### src/design/bpa_pkg.sv
// shared types and codes for the buddy page allocator
// no dependencies; used by controller, datapath, top level and checker
package bpa_pkg;

	localparam int REQ_W  = 11;
	localparam int NEED_W = 12;
	localparam int PAGE_W = 20;
	localparam int LF_W   = 11;

	typedef logic [REQ_W-1:0]  req_t;
	typedef logic [NEED_W-1:0] need_t;
	typedef logic [PAGE_W-1:0] page_t;
	typedef logic [LF_W-1:0]   lf_t;
	typedef logic [1:0]        st_t;

	// operation codes
	localparam logic OP_ALLOC = 1'b0;
	localparam logic OP_FREE  = 1'b1;

	// result status codes
	localparam st_t ST_OK            = 2'd0;
	localparam st_t ST_NO_SPACE      = 2'd1;
	localparam st_t ST_NOT_ALLOCATED = 2'd2;

	// input word
	typedef struct packed {
		logic  op;
		req_t  request_pages;
		page_t free_page;
	} bpa_in_t;

	// result word
	typedef struct packed {
		st_t   status;
		page_t alloc_page;
		lf_t   largest_free;
	} bpa_out_t;

	// datapath actions
	typedef enum logic [3:0] {
		DP_NOP     = 4'd0,
		DP_LOAD    = 4'd1,
		DP_CLR     = 4'd2,
		DP_DINIT   = 4'd3,
		DP_DSTEP   = 4'd4,
		DP_MARK    = 4'd5,
		DP_LINIT   = 4'd6,
		DP_CLIMB   = 4'd7,
		DP_RESTORE = 4'd8,
		DP_MERGE   = 4'd9
	} dp_op_t;

	// controller to datapath
	typedef struct packed {
		dp_op_t op;
		logic   st_we;
		st_t    st_code;
	} bpa_cmd_t;

	// datapath to controller
	typedef struct packed {
		logic clr_last;
		logic op_free;
		logic no_space;
		logic root_gt_need;
		logic half_gt_need;
		logic out_range;
		logic at_root;
		logic parent_root;
		logic node_used;
	} bpa_sts_t;

endpackage

### src/design/bpa_ctrl.sv
// controller state machine for the buddy page allocator
// depends on bpa_pkg; drives bpa_dpath through command and status structs
module bpa_ctrl (
	input  logic               clk,
	input  logic               arst_n,
	input  logic               start,
	output logic               busy,
	output logic               done,
	input  bpa_pkg::bpa_sts_t  sts,
	output bpa_pkg::bpa_cmd_t  cmd
);

	typedef enum logic [7:0] {
		S_CLEAR = 8'b0000_0001,
		S_IDLE  = 8'b0000_0010,
		S_CHK   = 8'b0000_0100,
		S_DESC  = 8'b0000_1000,
		S_MARK  = 8'b0001_0000,
		S_CLIMB = 8'b0010_0000,
		S_UP    = 8'b0100_0000,
		S_DONE  = 8'b1000_0000
	} state_t;

	state_t state_q;
	state_t state_d;

	// handshake outputs
	assign busy = !((state_q == S_IDLE) || (state_q == S_DONE));
	assign done = (state_q == S_DONE);

	// next state and datapath command
	always_comb begin
		state_d     = state_q;
		cmd.op      = bpa_pkg::DP_NOP;
		cmd.st_we   = 1'b0;
		cmd.st_code = bpa_pkg::ST_OK;
		unique case (state_q)
			S_CLEAR: begin
				cmd.op = bpa_pkg::DP_CLR;
				if (sts.clr_last) begin
					state_d = S_IDLE;
				end
			end
			S_IDLE, S_DONE: begin
				state_d = S_IDLE;
				if (start) begin
					cmd.op  = bpa_pkg::DP_LOAD;
					state_d = S_CHK;
				end
			end
			S_CHK: begin
				if (!sts.op_free) begin
					if (sts.no_space) begin
						cmd.st_we   = 1'b1;
						cmd.st_code = bpa_pkg::ST_NO_SPACE;
						state_d     = S_DONE;
					end else begin
						cmd.op  = bpa_pkg::DP_DINIT;
						state_d = sts.root_gt_need ? S_DESC : S_MARK;
					end
				end else if (sts.out_range) begin
					cmd.st_we   = 1'b1;
					cmd.st_code = bpa_pkg::ST_NOT_ALLOCATED;
					state_d     = S_DONE;
				end else begin
					cmd.op  = bpa_pkg::DP_LINIT;
					state_d = S_CLIMB;
				end
			end
			S_DESC: begin
				cmd.op  = bpa_pkg::DP_DSTEP;
				state_d = sts.half_gt_need ? S_DESC : S_MARK;
			end
			S_MARK: begin
				cmd.op  = bpa_pkg::DP_MARK;
				state_d = sts.at_root ? S_DONE : S_UP;
			end
			S_CLIMB: begin
				priority if (sts.node_used) begin
					cmd.op  = bpa_pkg::DP_RESTORE;
					state_d = sts.at_root ? S_DONE : S_UP;
				end else if (sts.at_root) begin
					cmd.st_we   = 1'b1;
					cmd.st_code = bpa_pkg::ST_NOT_ALLOCATED;
					state_d     = S_DONE;
				end else begin
					cmd.op = bpa_pkg::DP_CLIMB;
				end
			end
			S_UP: begin
				cmd.op  = bpa_pkg::DP_MERGE;
				state_d = sts.parent_root ? S_DONE : S_UP;
			end
			default: begin
				state_d = S_IDLE;
			end
		endcase
	end

	// state register, clearing pass first after reset
	always_ff @(posedge clk or negedge arst_n) begin
		if (!arst_n) begin
			state_q <= S_CLEAR;
		end else begin
			state_q <= state_d;
		end
	end

endmodule

### config.mk
export PLATFORM = sky130hd
export DESIGN_NAME = bpa_ctrl
export DESIGN_NICKNAME = d
export VERILOG_FILES = /design/src/design/bpa_pkg.sv /design/src/design/bpa_ctrl.sv
export SDC_FILE = /design/constraint.sdc
export NUM_CORES = 1
export LEC_CHECK = 0
export ABC_AREA = 1
export BUFFER_PORTS_ARGS = -buffer_cell sky130_fd_sc_hd__buf_2
export CORE_AREA = 8 8 46 48
export DETAILED_ROUTE_END_ITERATION = 8
export DIE_AREA = 0 0 54 56
export PLACE_DENSITY = 0.73
export SETUP_SLACK_MARGIN = 0.15
export SYNTH_ARGS = -nofsm -noshare
export SYNTH_HDL_FRONTEND = slang
export SYNTH_SLANG_ARGS = --single-unit
### constraint.sdc
create_clock -name clk -period 1.8 [get_ports clk]
set_input_delay 0.36 -clock clk [delete_from_list [all_inputs] [get_ports clk]]
set_output_delay 0.36 -clock clk [all_outputs]
set_load 0.01 [all_outputs]
# Word-level counts from Yosys, hierarchy flattened
# Index checks and enable logic that the tools add are counted.
dict set report op_classes {
  n_mux 24
  reduce_logical 4
  n_eq_ne 10
}
# operator count
set ops {}
lappend ops {{8-bit two-way mux} 8}
lappend ops {{8-bit one-hot mux with 7 select lines} 1}
lappend ops {{4-bit one-hot mux with 7 select lines} 1}
lappend ops {{3-bit two-way mux} 7}
lappend ops {{5-bit two-way mux} 2}
lappend ops {{8-bit by 1-bit == test with 1-bit output, second input constant} 1}
lappend ops {{8-bit by 2-bit == test with 1-bit output, second input constant} 1}
lappend ops {{8-bit by 3-bit == test with 1-bit output, second input constant} 1}
lappend ops {{8-bit by 4-bit == test with 1-bit output, second input constant} 1}
lappend ops {{8-bit by 5-bit == test with 1-bit output, second input constant} 1}
lappend ops {{8-bit by 6-bit == test with 1-bit output, second input constant} 1}
lappend ops {{8-bit by 7-bit == test with 1-bit output, second input constant} 1}
lappend ops {{8-bit == test, second input constant} 1}
lappend ops {{7-bit two-way mux} 1}
lappend ops {{3-bit one-hot mux with 2 select lines} 1}
lappend ops {{4-bit two-way mux} 1}
lappend ops {{3-bit inequality test, second input constant} 1}
lappend ops {{2-bit two-way mux} 1}
lappend ops {{2-bit inequality test, second input constant} 1}
lappend ops {{2-bit AND reduction} 1}
lappend ops {{2-bit OR reduction} 1}
lappend ops {{1-bit logical NOT} 1}
lappend ops {{1-bit logical OR} 1}
lappend ops {{1-bit two-way mux} 1}
dict set report word_totals {
  ff_bits 8
  in_bits 12
  word_cells 39
  output_inout_bits 9
}

# Depth between registers and ports, before layout
dict set report depth {
  ltp_word 4
  mapped_depth 9
  ltp_nobuf 9
}

# Least setup slack after synthesis
# No wires, ideal clock.
dict set report synth_timing {
  kind {reg2out}
  start {reg state_q[0]}
  end {out cmd[3] (netlist bit)}
  slack_ps 324
  stages_incl_launch_ff 10
  t_arrival_ps 1116
  path_buffers 0
  required_ps 1440
  path_cell_list {dfstp_2 nor2_1 nand2_1 inv_2 nand2_1 nand2_2 nand2_1 inv_2 nor2_1 nand3b_1}
}
# element line_no
set synth_rtl {}
lappend synth_rtl {{from (decl)} bpa_ctrl.sv:24} ;# state_t state_q;
lappend synth_rtl {{from (signal assigned)} bpa_ctrl.sv:105} ;# state_q <= state_d;
lappend synth_rtl {{to (decl)} bpa_ctrl.sv:10} ;# output bpa_pkg::bpa_cmd_t cmd

==> flow_metrics.tcl <==
set metrics [dict create \
    outcome "finished, violations left" \
    violations "negative setup slack" \
    grt_pass1_wl_mm 2.960 \
    ys.flop_type "dfrtp_1" \
    end_kind "primary output" \
    final_layout_size_suffix_gt1_frac 0.4580 \
    wl_per_cell_microns 12.33 \
    crit_family "simple AND/OR/NAND/NOR gates" \
    syn_nets 112 \
    routed_wl_mm 1.812 \
    synthTopCellsByArea "dfrtp_1 (28%), nand2_1 (15%), nor2_1 (9.5%), inv_1 (7.7%), nand2_2 (5.0%)" \
    async_reset_ff_frac 1.000 \
    antenna_found_initial 0 \
    p_leak_nw 0.5328 \
    grt_max_degree 9 \
    clkSinkCount 8 \
    fmax_mhz 531.2 \
    die_w_microns 54 \
    path_common_cell "inv_4" \
    setup_slack_ns -0.08271 \
    overflow 0 \
    syn_inst 100 \
    areaGrowthSynthToFinish_pct 47.22 \
    largest_register "state_q" \
    cp_max_fo 4 \
    peakVddDrop_mv 0.6269 \
    grt_pass1_vias 737 \
    synth_top_area_cell "dfrtp_1" \
    hp-start "sts[8]" \
    viasPerCell 4.857 \
    tightest_slew_ns 0.2266 \
    clock_path_buffers 2 \
    die_h_microns 56 \
    hold_path_class "primary input to register" \
    synth_top_area_frac 0.2778 \
    ys_warn_count 0 \
    synth_edf_count 0 \
    syn_area_per_cell_sq_um 6.306 \
    ant_nets 0 \
    timing.final.crit_period_ns 1.883 \
    required_ns 1.44 \
    n_antenna_cell 0 \
    synth_common_cells "nand2_1 (26), nor2_1 (16), inv_1 (13)" \
    track_usage 0.1280 \
    clk_latency_ns 0.26 \
    holdWs_ns 0.2468 \
    drt-initial-drc-count 35 \
    cap_violations 0 \
    dieArea_sq_um 3024 \
    initial_core_util 0.4390 \
    period_share 1.046 \
    cts_inserted_buffers 3 \
    finalMaxSlewViolations 0 \
    final_nets 144 \
    largest_reg_flops 8 \
    num_vias 714 \
    cp_slowest_cell "dfrtp_1" \
    cp.buffers_inverters 3 \
    yosysSeqAreaShare 0.3194 \
    cts_tree "done" \
    rsz0062_at_grt "true" \
    setup_viol_count_final 5 \
    power.density_nw_per_um2 1013 \
    r2r-start "state_q[3]" \
    rrSetupSlack_ns 0.45 \
    slew_headroom 0.8473 \
    ys_ff_latch 8 \
    fill_cells 128 \
    crit_type "register to primary output" \
    drcViolationCount 0 \
    rows 14 \
    ios 21 \
    synth_area_sq_um 630.6 \
    finalHoldViolCount 0 \
    cts_root_buf "clkbuf_4" \
    core_sq_um 1436 \
    path_clk_slew_ns 0.06 \
    gp_congestion 0.7922 \
    cp.arrival_ns 1.52 \
    post-dp-hpwl_mm 1.334 \
    htree_levels 1 \
    port-buffer-count 20 \
    pre_cts_slack_ns 0.1759 \
    dr.pass1.iters 4 \
    finClkSkew_ns 0.001730 \
    critical_path.max_stage_delay_ns 0.40 \
    synth_cell_types 20 \
    cp-start-kind "register" \
    crit_path_start "state_q[3]" \
    crit_chain "nor2_2 -> nand2_2 -> inv_4 -> nand2_4 -> inv_4 -> nand3_2 -> o211ai_1 -> buf_2" \
    synth_most_common_cell "nand2_1" \
    largestRegisters "state_q (8)" \
]
[repair_timing]
item                                    4_1_cts  5_1_grt
hold buffers                                  1        0
setup buffers                                 4        1
endpoints found under the setup margin        8        8
gates resized for setup                      16       11
pin swaps                                     6        3
hold endpoints to repair                      7        0
[power breakdown]
group | leakage (nW) | internal (mW) | total [mW] | switching [mW]
sequential | 0.104 | 0.209 | 0.234 | 0.0249
clock | 0.0150 | 0.0854 | 0.156 | 0.0701
combinational | 0.414 | 0.226 | 0.551 | 0.325
total | 0.533 | 0.521 | 0.941 | 0.420
[final timing paths]
| path | endpoint | cells after the start |
|---|---|---|
| min | state_q[0] | 2 |
| min in group asynchronous | state_q[4] | 2 |
| min reg2reg | state_q[0] | 2 |
| max | cmd[4] | 8 |
| max in group asynchronous | state_q[0] | 2 |
| max reg2reg | state_q[7] | 8 |
[final cells by class]
cell class	instances	area [sq um]	share of cell area
Clock buffer	4	26.28	0.02830
Multi-Input combinational cell	72	432.9	0.4663
Timing Repair Buffer	27	167.7	0.1806
Tap cell	16	20.02	0.02156
Sequential cell	8	201.4	0.2170
Inverter	20	80.08	0.08625
[cell usage in the layout (no fill, tap or decap), types with 2 or more instances in the layout]
cell type and count:
buf_2 18, buf_4 6, buf_6 2, clkbuf_4 3, dfrtp_1 7, inv_1 11
inv_2 7, inv_4 2, nand2_1 21, nand2_2 5, nand2_4 6, nand3_1 4
nand4_1 3, nor2_1 11, nor2_2 5, o21ai_0 2, o21ai_1 5
[per-layer routing]
layer / vias up / global-route usage / wire length, microns
li1: 375 / - / -
met1: 314 / 0.1487 / 790
met2: 22 / 0.2040 / 938
met3: 3 / 0.02406 / 59
met4: 0 / 0.07746 / 25
met5: - / 0 / 0
[worst register-to-register path: stages (launching register included)]
cell and delay (ns):
dfrtp_1 0.40, nor2_2 0.16, nand2_2 0.10, inv_4 0.10
nand2_4 0.07, inv_4 0.08, nand3_2 0.08, o21ai_1 0.15
nor2_1 0.08
[kinds of logic after synthesis]
| family | Yosys count | share of synthesized area |
|---|---|---|
| buffers and inverters | 20 | 0.1191 |
| AOI/OAI and AO/OA | 10 | 0.08928 |
| and+or+nand+nor | 62 | 0.4722 |
| DFF | 8 | 0.3195 |
[metrics by stage]
step	utilization	std cells	cell area [sq um]	setup TNS (ns)	total power, mW
3_3_place_gp	0.5279	137	758.2	0	0.6080
5_1_grt	0.6463	147	928.4	-0.6858	1.003
3_5_place_dp	0.5279	137	758.2	0	0.6138
2_1_floorplan	-	100	630.6	0	0.5078
4_1_cts	0.6141	146	882.1	-0.1235	0.8871
6_report	0.6463	147	928.4	-0.2494	0.9409
Note: power is estimated with default switching activity, not from simulation.
